## src/hw/rtl/utf8pc_pkg.sv

```systemverilog
// Shared constants and decode helpers for the UTF-8 printable character counter.
// No dependencies; imported by the top level, the checker and the bench.
package utf8pc_pkg;

    localparam int unsigned CP_WIDTH  = 42;
    localparam int unsigned LEN_WIDTH = 4;
    localparam int unsigned REM_WIDTH = 3;
    localparam int unsigned OUT_COUNT_WIDTH = 16;

    typedef logic [CP_WIDTH-1:0]  t_cp_value;
    typedef logic [LEN_WIDTH-1:0] t_seq_len;
    typedef logic [REM_WIDTH-1:0] t_remaining;

    localparam logic [7:0]  CONT_MASK = 8'h3F;
    localparam t_cp_value   CP_SPACE  = 42'h20;
    localparam t_cp_value   CP_NBSP   = 42'h00A0;
    localparam t_cp_value   CP_CGJ    = 42'h034F;
    localparam t_cp_value   CP_SP_LO  = 42'h2000;
    localparam t_cp_value   CP_SP_HI  = 42'h200F;
    localparam t_cp_value   CP_BD_LO  = 42'h202A;
    localparam t_cp_value   CP_BD_HI  = 42'h202F;
    localparam t_cp_value   CP_MS_LO  = 42'h205F;
    localparam t_cp_value   CP_MS_HI  = 42'h2063;
    localparam t_cp_value   CP_BOM    = 42'hFEFF;
    localparam t_cp_value   CP_REPL   = 42'hFFFD;
    localparam t_cp_value   CP_NONCH  = 42'hFFFE;

    localparam t_seq_len LEN_ONE = 4'd1;
    localparam t_seq_len LEN_MAX = 4'd8;

    function automatic t_seq_len f_lead_len(input logic [7:0] b);
        t_seq_len len;
        logic     run;
        len = LEN_ONE;
        run = b[7];
        for (int k = 6; k >= 0; k--) begin
            if (run && b[k]) begin
                len = len + 4'd1;
            end else begin
                run = 1'b0;
            end
        end
        return len;
    endfunction

    function automatic logic f_printable(input t_cp_value cp);
        logic ok;
        ok = 1'b1;
        if (cp <= CP_SPACE) ok = 1'b0;
        if (cp == CP_NBSP || cp == CP_CGJ) ok = 1'b0;
        if (cp >= CP_SP_LO && cp <= CP_SP_HI) ok = 1'b0;
        if (cp >= CP_BD_LO && cp <= CP_BD_HI) ok = 1'b0;
        if (cp >= CP_MS_LO && cp <= CP_MS_HI) ok = 1'b0;
        if (cp == CP_BOM || cp == CP_REPL || cp == CP_NONCH) ok = 1'b0;
        return ok;
    endfunction

endpackage

```

## src/hw/rtl/utf8_printable_char_counter_top.sv

```systemverilog
// Top level of the UTF-8 printable character counter: input register, decode, result register.
// Depends on utf8pc_pkg.
//
// Usage:
//   Input channel: i_in_valid / o_in_stall carry one byte per beat (i_data_byte) and
//   i_end_of_string on the final byte of each string.
//   Output channel: o_out_valid / i_out_stall carry one decoded code point per beat with
//   its printable flag, announced length, truncation flag, running printable count and
//   o_last on the final code point of a string.
//   Mid-sequence bytes give no output beat unless they end the sequence or the string.
//   Decode and count update are one registered pass from the input to the result register.
//   Throughput: one byte per cycle while i_out_stall does not hold a waiting result.
//   Stall: while i_out_stall holds a waiting result, the input register still takes one
//   more byte; out of reset, o_in_stall rises only when input and result registers are full.
//   Reset (synchronous, active low): empties both registers, clears the decode state and
//   the printable count, and sets the announced length to one; o_in_stall stays high and
//   o_out_valid low while reset is held.
//   The printable count saturates at 2**COUNT_WIDTH - 1 and shows its low 16 bits.
module utf8_printable_char_counter_top #(
    parameter int unsigned COUNT_WIDTH = 16
) (
    input  logic        i_clk,
    input  logic        i_rst_n,
    input  logic        i_in_valid,
    output logic        o_in_stall,
    input  logic [7:0]  i_data_byte,
    input  logic        i_end_of_string,
    output logic        o_out_valid,
    input  logic        i_out_stall,
    output logic [41:0] o_cp_value,
    output logic        o_is_printable,
    output logic [3:0]  o_seq_length,
    output logic        o_truncated,
    output logic [15:0] o_printable_count,
    output logic        o_last
);
    import utf8pc_pkg::*;

    localparam logic [COUNT_WIDTH-1:0] COUNT_MAX = {COUNT_WIDTH{1'b1}};

    logic        r_in_valid;
    logic [7:0]  r_in_byte;
    logic        r_in_eos;

    t_cp_value   r_acc;
    t_remaining  r_rem;
    t_seq_len    r_len;
    logic [COUNT_WIDTH-1:0] r_count;

    logic        r_out_valid;
    t_cp_value   r_out_cp;
    logic        r_out_ok;
    t_seq_len    r_out_len;
    logic        r_out_trunc;
    logic [COUNT_WIDTH-1:0] r_out_count;
    logic        r_out_last;

    logic        out_free;
    logic        in_free;
    logic        fire;
    logic        emit;
    t_seq_len    lead_len;
    t_cp_value   n_acc;
    t_remaining  n_rem;
    t_seq_len    n_len;
    logic        n_ok;
    logic [COUNT_WIDTH-1:0] n_count;

    assign out_free   = !r_out_valid || !i_out_stall;
    assign in_free    = !r_in_valid || out_free;
    assign o_in_stall = !in_free || !i_rst_n;
    assign fire       = r_in_valid && out_free;

    always_comb begin
        lead_len = f_lead_len(r_in_byte);
        if (r_rem == '0) begin
            if (!r_in_byte[7]) begin
                n_acc = CP_WIDTH'(r_in_byte);
            end else begin
                n_acc = CP_WIDTH'(r_in_byte & (CONT_MASK >> (lead_len - LEN_ONE)));
            end
            n_rem = REM_WIDTH'(lead_len - LEN_ONE);
            n_len = lead_len;
        end else begin
            n_acc = {r_acc[CP_WIDTH-7:0], r_in_byte[5:0]};
            n_rem = r_rem - 3'd1;
            n_len = r_len;
        end
        emit = (n_rem == '0) || r_in_eos;
        n_ok = f_printable(n_acc);
        n_count = r_count;
        if (n_ok && r_count != COUNT_MAX) begin
            n_count = r_count + COUNT_WIDTH'(1);
        end
    end

    // input register
    always_ff @(posedge i_clk) begin
        if (!i_rst_n) begin
            r_in_valid <= 1'b0;
        end else if (in_free) begin
            r_in_valid <= i_in_valid;
        end
    end

    always_ff @(posedge i_clk) begin
        if (in_free && i_in_valid) begin
            r_in_byte <= i_data_byte;
            r_in_eos  <= i_end_of_string;
        end
    end

    // decode state
    always_ff @(posedge i_clk) begin
        if (!i_rst_n) begin
            r_acc   <= '0;
            r_rem   <= '0;
            r_len   <= LEN_ONE;
            r_count <= '0;
        end else if (fire) begin
            if (r_in_eos) begin
                r_acc   <= '0;
                r_rem   <= '0;
                r_len   <= LEN_ONE;
                r_count <= '0;
            end else begin
                r_acc <= n_acc;
                r_rem <= n_rem;
                r_len <= n_len;
                if (emit) begin
                    r_count <= n_count;
                end
            end
        end
    end

    // result register
    always_ff @(posedge i_clk) begin
        if (!i_rst_n) begin
            r_out_valid <= 1'b0;
        end else if (out_free) begin
            r_out_valid <= fire && emit;
        end
    end

    always_ff @(posedge i_clk) begin
        if (fire && emit) begin
            r_out_cp    <= n_acc;
            r_out_ok    <= n_ok;
            r_out_len   <= n_len;
            r_out_trunc <= (n_rem != '0);
            r_out_count <= n_count;
            r_out_last  <= r_in_eos;
        end
    end

    assign o_out_valid       = r_out_valid && i_rst_n;
    assign o_cp_value        = r_out_cp;
    assign o_is_printable    = r_out_ok;
    assign o_seq_length      = r_out_len;
    assign o_truncated       = r_out_trunc;
    assign o_printable_count = OUT_COUNT_WIDTH'(r_out_count);
    assign o_last            = r_out_last;

endmodule

```

## config.mk

```make
export PLATFORM = sky130hd
export DESIGN_NAME = utf8_printable_char_counter_top
export DESIGN_NICKNAME = d
export VERILOG_FILES = /design/src/hw/rtl/utf8pc_pkg.sv /design/src/hw/rtl/utf8_printable_char_counter_top.sv
export SDC_FILE = /design/constraint.sdc
export NUM_CORES = 1
export LEC_CHECK = 0
export ABC_AREA = 1
export BUFFER_PORTS_ARGS = -buffer_cell sky130_fd_sc_hd__buf_2
export CORE_ASPECT_RATIO = 0.5
export CORE_MARGIN = 4
export CORE_UTILIZATION = 63
export DETAILED_ROUTE_END_ITERATION = 8
export HOLD_SLACK_MARGIN = 0.02
export PLACE_DENSITY = 0.85
export SLEW_MARGIN = 20
export SYNTH_ARGS = -nofsm -noshare
export SYNTH_HDL_FRONTEND = slang
export SYNTH_SLANG_ARGS = --single-unit
```

## constraint.sdc

```tcl
create_clock -name i_clk -period 25 [get_ports i_clk]
set_clock_uncertainty 0.05 [all_clocks]
set_input_delay 1.25 -clock i_clk [delete_from_list [all_inputs] [get_ports i_clk]]
set_output_delay 1.25 -clock i_clk [all_outputs]
set_load 0.01 [all_outputs]
```

---- Word-level counts from Yosys, hierarchy flattened ----
Cells that the tools add are included.
word-level totals
  register bits after elaboration ......... 135
operators by class
  add/subtract/negate cells ............... 9
  order comparisons ....................... 7
  eq/ne operators ......................... 6
  shift operators ......................... 1
  mux-type cells .......................... 29
  bitwise operators ....................... 1
  reduce and logical (&&, ||, !) cells .... 32
operator list
  operator                 number
  $eq A42 B16 Y1 const B   3
  $ge A42 B14 Y1 const B   3
  $le A42 B14 Y1 const B   3
  $mux W42                 2
  $mux W16                 3
  $and A8 B42 Y42          1
  $eq A42 B10 Y1 const B   1
  $eq A42 B8 Y1 const B    1
  $le A42 B6 Y1 const B    1
  $shr A6 B4 Y42 const A   1
  $mux W36                 1
  $mux W4                  8
  $add A4 B1 Y4 const B    6
  $add A16 B1 Y16 const B  1
  $ne A16 B16 Y1 const B   1
  $logic_and A1 B1 Y1      15
  $mux W1                  12
  $logic_or A1 B1 Y1       7
  $logic_not A3 Y1         2
  $mux W3                  2
  $logic_not A1 Y1         5
  $sub A4 B1 Y4 const B    1
  $reduce_bool A3 Y1       1
  $sub A3 B1 Y3 const B    1
  other kinds (3)          3

---- Depth between registers and ports, before layout ----
  word-level depth ........................ 30
  depth in mapped cells ................... 39

---- Worst setup path after synthesis ----
OpenSTA, ideal clock, no wires.
  path kind ............................... register to register
  start point ............................. register r_in_byte[4]
  end point ............................... register r_count[10]
  library setup time ...................... 0.132 ns
  arrival ................................. 8.183 ns
  data required time ...................... 24.818 ns
  slack ................................... 16.635 ns
  cell stages (with the launch flop) ...... 28
  buffers on the path ..................... 1
  clock period less this slack ............ 8.365 ns
  path through ............................ edfxtp_1 -> nand4_2 -> fa_1 -> ha_1 -> nand3_1 -> nand3_1 -> nand2_1 -> nand2_1 -> inv_1 -> ha_1 -> or2_0 -> nand2_1 -> nand2_1 -> nand3_1 -> nand2_2 -> inv_1 -> ha_1 -> inv_1 -> ha_1 -> o21ai_0 -> inv_1 -> nor2_1 -> nand2_1 -> a21oi_1 -> clkinv_1 -> clkbuf_1 -> nand2_1 -> a21oi_1
between the ends
  cells in the longest elaborated chain, start to end .. 26
ends and longest elaborated chain
  element                                                      RTL line                                RTL
  start, declared                                              utf8_printable_char_counter_top.sv:42   logic [7:0] r_in_byte;
  start signal, assigned                                       utf8_printable_char_counter_top.sv:108  r_in_byte <= i_data_byte;
  $logic_and A1 B1 Y1                                          utf8pc_pkg.sv:37                        if (run && b[k]) begin
  $mux W4 / $mux W1 (equally long branches)                    utf8pc_pkg.sv:37
  $add A4 B1 Y4 / $logic_and A1 B1 Y1 (equally long branches)  utf8pc_pkg.sv:38, utf8pc_pkg.sv:37
  $mux W4 / $mux W1 (equally long branches)                    utf8pc_pkg.sv:37
  $add A4 B1 Y4 / $logic_and A1 B1 Y1 (equally long branches)  utf8pc_pkg.sv:38, utf8pc_pkg.sv:37
  $mux W4 / $mux W1 (equally long branches)                    utf8pc_pkg.sv:37
  $add A4 B1 Y4 / $logic_and A1 B1 Y1 (equally long branches)  utf8pc_pkg.sv:38, utf8pc_pkg.sv:37
  $mux W4 / $mux W1 (equally long branches)                    utf8pc_pkg.sv:37
  (+10 left out)                                               --
  $mux W1                                                      utf8pc_pkg.sv:51                        if (cp >= CP_SP_LO && cp <= CP_SP_HI) ok = 1'b0;
  $mux W1                                                      utf8pc_pkg.sv:52                        if (cp >= CP_BD_LO && cp <= CP_BD_HI) ok = 1'b0;
  $mux W1                                                      utf8pc_pkg.sv:53                        if (cp >= CP_MS_LO && cp <= CP_MS_HI) ok = 1'b0;
  $mux W1                                                      utf8pc_pkg.sv:54                        if (cp == CP_BOM || cp == CP_REPL || cp == CP_NONCH) ok = 1'b0;
  $logic_and A1 B1 Y1                                          utf8_printable_char_counter_top.sv:92   if (n_ok && r_count != COUNT_MAX) begin
  $mux W16                                                     utf8_printable_char_counter_top.sv:92
  $mux W16                                                     utf8_printable_char_counter_top.sv:130  if (emit) begin
  $mux W16                                                     utf8_printable_char_counter_top.sv:121  if (r_in_eos) begin
  end signal, assigned                                         utf8_printable_char_counter_top.sv:131  r_count <= n_count;
  end, declared                                                utf8_printable_char_counter_top.sv:48   logic [COUNT_WIDTH-1:0] r_count;
Several ways; a longest one is shown, not always the timed one. The select of a mux whose other input is x is not followed.
A chain may end at the register's enable or synchronous reset.

---- Worst setup path in the final report ----
  start point ............................. register r_in_byte[4]
  end point ............................... register r_count[10]
between the ends
  cells in the longest elaborated chain, start to end .. 26
ends and longest elaborated chain
  element                                                      RTL line                                RTL
  $logic_and A1 B1 Y1                                          utf8pc_pkg.sv:37
  $mux W4 / $mux W1 (equally long branches)                    utf8pc_pkg.sv:37
  $add A4 B1 Y4 / $logic_and A1 B1 Y1 (equally long branches)  utf8pc_pkg.sv:38, utf8pc_pkg.sv:37
  $mux W4 / $mux W1 (equally long branches)                    utf8pc_pkg.sv:37
  $add A4 B1 Y4 / $logic_and A1 B1 Y1 (equally long branches)  utf8pc_pkg.sv:38, utf8pc_pkg.sv:37
  $mux W4 / $mux W1 (equally long branches)                    utf8pc_pkg.sv:37
  $add A4 B1 Y4 / $logic_and A1 B1 Y1 (equally long branches)  utf8pc_pkg.sv:38, utf8pc_pkg.sv:37
  $mux W4 / $mux W1 (equally long branches)                    utf8pc_pkg.sv:37
  (+11 left out)                                               --
  $mux W1                                                      utf8pc_pkg.sv:52
  $mux W1                                                      utf8pc_pkg.sv:53
  $mux W1 *                                                    utf8pc_pkg.sv:54
  $logic_and A1 B1 Y1 *                                        utf8_printable_char_counter_top.sv:92
  $mux W16 *                                                   utf8_printable_char_counter_top.sv:92
  named net n_count[10]                                        utf8_printable_char_counter_top.sv:67   logic [COUNT_WIDTH-1:0] n_count;
  $mux W16 *                                                   utf8_printable_char_counter_top.sv:130
  $mux W16 *                                                   utf8_printable_char_counter_top.sv:121
The timed path passes the listed nets; every way through them passes the cells marked *. The select of a mux whose other input is x is not followed.

==> summary.md <==
| Metric | Value |
|---|---|
| Maximum vdd drop | 0.0000507 V |
| Share of cells above drive strength 1 | 0.180 |
| Top cells by area, synth | edfxtp_1 (33%), dfxtp_1 (18%), nand2_1 (11%), inv_1 (6.3%), nor2_1 (5.3%) |
| Gate power share | 0.101 |
| Switching fraction of total power | 0.268 |
| Postcts setup bufs | 0 |
| Hold path depth | 2 |
| Starting Density | 0.654 |
| Max Clock Freq | approximately 180 MHz |
| Core box area | about 10000 µm² |
| DIE WIDTH | about 150 µm |
| Leakage | roughly 0.0034 µW |
| DRC marker count from the first detailed-route iteration | 543 |
| GPL Wtd Cong | 0.931 |
| FF+latch count, synth | 135 |
| R2R setup slack | 19.55 ns |
| First-pass GRT wire length | ~26 mm |
| Cell taking the most area after synthesis | edfxtp_1 |
| Clock transition at the registers of the reported paths | around 0.060 ns |
| Port bufs | 79 |
| Count of warnings emitted by yosys | 0 |
| Register share of total power | 0.453 |
| N_diodes | 0 |
| Total gr overflow | 0 |
| CP Data Arrival Time | 5.67 ns |
| Final setup fails | 0 |
| Vias per cell | around 5.6 |
| Worst-Skew Late Latency | between 0.4 and 0.5 ns |
| Detailed-route wire length | 15.8 mm |
| R2R depth | 28 |
| CTS tree | yes |
| Tmin final | 5.45 ns |
| Synth Instances | 811 |
| Crit path kind | reg2reg |
| Max-cap viol count | 0 |
| Setup crit end kind | flip-flop |
| Final period util | 0.218 |
| Total GRT Usage | 0.259 |
| # H-tree levels | 4 |
| Int Power | between 300 and 400 µW |
| Clock Path Buffers | 2 |
| Initial antenna violation count | 0 |
| Most used cell, CP | nand2_1 |
| Final Max Tran Viols | 0 |
| RSZ-0062 raised after global routing | false |
| Vert. Die Dim | 81.2 µm |
| Net Switching | around 140 µW |
| Commonest non-fill, non-tap cell in the layout | nand2_1 |
| Antenna Violating Nets Remaining | 0 |
| Crit path max fanout | 18 |
| Yosys cell types | 45 |
| Synth top area share | 0.330 |
| Worst-Margin Slew | 0.945 ns |
| Syn Area/Cell | 8.31 µm² |
| Total CTS buffers | 17 |
| Area added between synthesis and finish | 15.9% |
| DR WL/cell | 15.2 µm |
| Relative slew slack | 0.370 |
| Crit-path max cell delay | 0.76 ns |
| Setup TNS Final | 0 ns |
| CP max stage cell | o2111ai_2 |
| CTS Hold Bufs | 0 |
| Post-Syn Nets | 836 |
| Design Power | 540 µW |
| Die area | 12500 µm² |
| Final Hold Fails | 0 |
| PostCTS Resize Cnt | 0 |
| Post-DP HPWL | between 10 and 15 mm |
| Vias in the first global route | approximately 5600 |
| Synth async-reset ratio | 0 |
| Worst Min Path Start | r_acc[1] |
| CP startpoint | r_in_byte[4] |
| PwrDens | between 60 and 70 nW/µm² |
| Most frequent cells in the layout | nand2_1 (203), inv_1 (113), nor2_1 (93) |
| Reg2reg end | r_count[10] |
| Status | complete, no violations |
| Row count | 26 |
| Clk sink count | 135 |
| WHS Endpoint | r_acc[1] |
| Drt pass-1 iters | 5 |
| Synth Flop Type | edfxtp_1 |
| Reg2reg start | r_in_byte[4] |
| Req. time, crit path | 25.22 ns |
| I/O pin count | 80 |
| Post-synth EDFFs | 74 |
| Seq/Total Area, Yosys | 0.511 |
| Hold Crit Class | reg2reg |
| Clock power share | 0.446 |
| Clock root buffer | clkbuf_16 |
| Crit start category | flip-flop |
| Post-synthesis cell area | 6740 µm² |
| DR DRC count | 0 |
| Number of nets in the layout | a little over 900 |
| Largest net degree at the start of global routing | 66 |
| Via count | 5796 |
==> per-stage QoR <==
step           setup WS (ns)  utilization  std cells  hold WS [ns]  area [µm²]
6_report               19.55        0.758       1040         0.417        7810
3_3_place_gp           19.90        0.702       1008         0.401        7240
2_1_floorplan          16.64            -        811         0.390        6740
4_1_cts                19.61        0.757       1040         0.415        7810
3_5_place_dp           19.64        0.702       1008         0.406        7240
5_1_grt                19.11        0.758       1040         0.435        7810
==> synthesized netlist by cell type (all sizes together) (4+ instances only) <==
library cell / count
edfxtp: 74
ha: 11
nor4: 7
nor2: 106
dfxtp: 61
o21ai: 11
nand3: 47
nand2: 214
xor2: 14
nand4: 26
nor3: 10
buf: 8
clkinv: 4
a21oi: 34
a22oi: 29
inv: 121
clkbuf: 19
==> metal layers <==
layer  up-vias  part of all wire  track usage
met5         -                 0            0
met4         0             0.023        0.118
met3        43             0.082       0.0623
met2       249              0.47        0.437
met1      2705              0.42        0.323
li1       2799                 -            -
==> area by class of cell <==
type / count / area, µm²
flip-flops and latches: 135 / 3440
multi-input cells: 524 / 2730
fillers: 710 / 2500
inverters: 125 / 469
repair buffers: 84 / 433
clock buffers: 18 / 429
well taps: 140 / 175
clock inverters: 14 / 139
==> critical path: cells and delay by family, from the launching register on <==
kind	cells	cell delay, ns
simple gates	16	1.93
compound gates	3	0.90
fa+ha+maj	5	1.64
buf+inv	4	0.29
flops	1	0.47
==> power groups by stage <==
stage               logic, µW  registers [µW]  clock network (µW)
finish                   54.4             245                 241
global route             60.0             245                 255
detailed placement       52.7             250                   0
global placement         51.3             249                   0
floorplan                35.7             252                   0
CTS                      53.8             245                 242
==> logic make-up after synthesis <==
group / count (synthesis) / share of synthesized area
buffers and inverters: 152 / 0.0880
and+or+nand+nor: 415 / 0.282
AOI/OAI and AO/OA: 82 / 0.0770
xor gates and xnor gates: 15 / 0.0195
adders and majority gates: 12 / 0.0234
DFF: 135 / 0.511
==> how the worst max path moves through the flow <==
| stage | endpoint | slack (ns) | depth (start not counted) |
|---|---|---|---|
| 2_1_floorplan | r_count[10] | 16.64 | 27 |
| 3_3_place_gp | r_count[15] | 19.90 | 29 |
| 3_5_place_dp | r_count[4] | 19.64 | 28 |
| 4_1_cts | r_count[10] | 19.61 | 28 |
| 5_1_grt | r_count[12] | 19.11 | 28 |
| 6_report | r_count[10] | 19.55 | 28 |
==> flip-flops by register name (all words and copies together), names as in the netlist, 3 cells and up <==
| name | count |
|---|---|
| r_in_byte | 8 |
| o_seq_length | 4 |
| r_count | 16 |
| o_printable_count | 16 |
| o_cp_value | 42 |
| r_acc | 36 |
| r_rem | 3 |
| r_len | 4 |
Note: power is estimated with default switching activity, not from simulation.
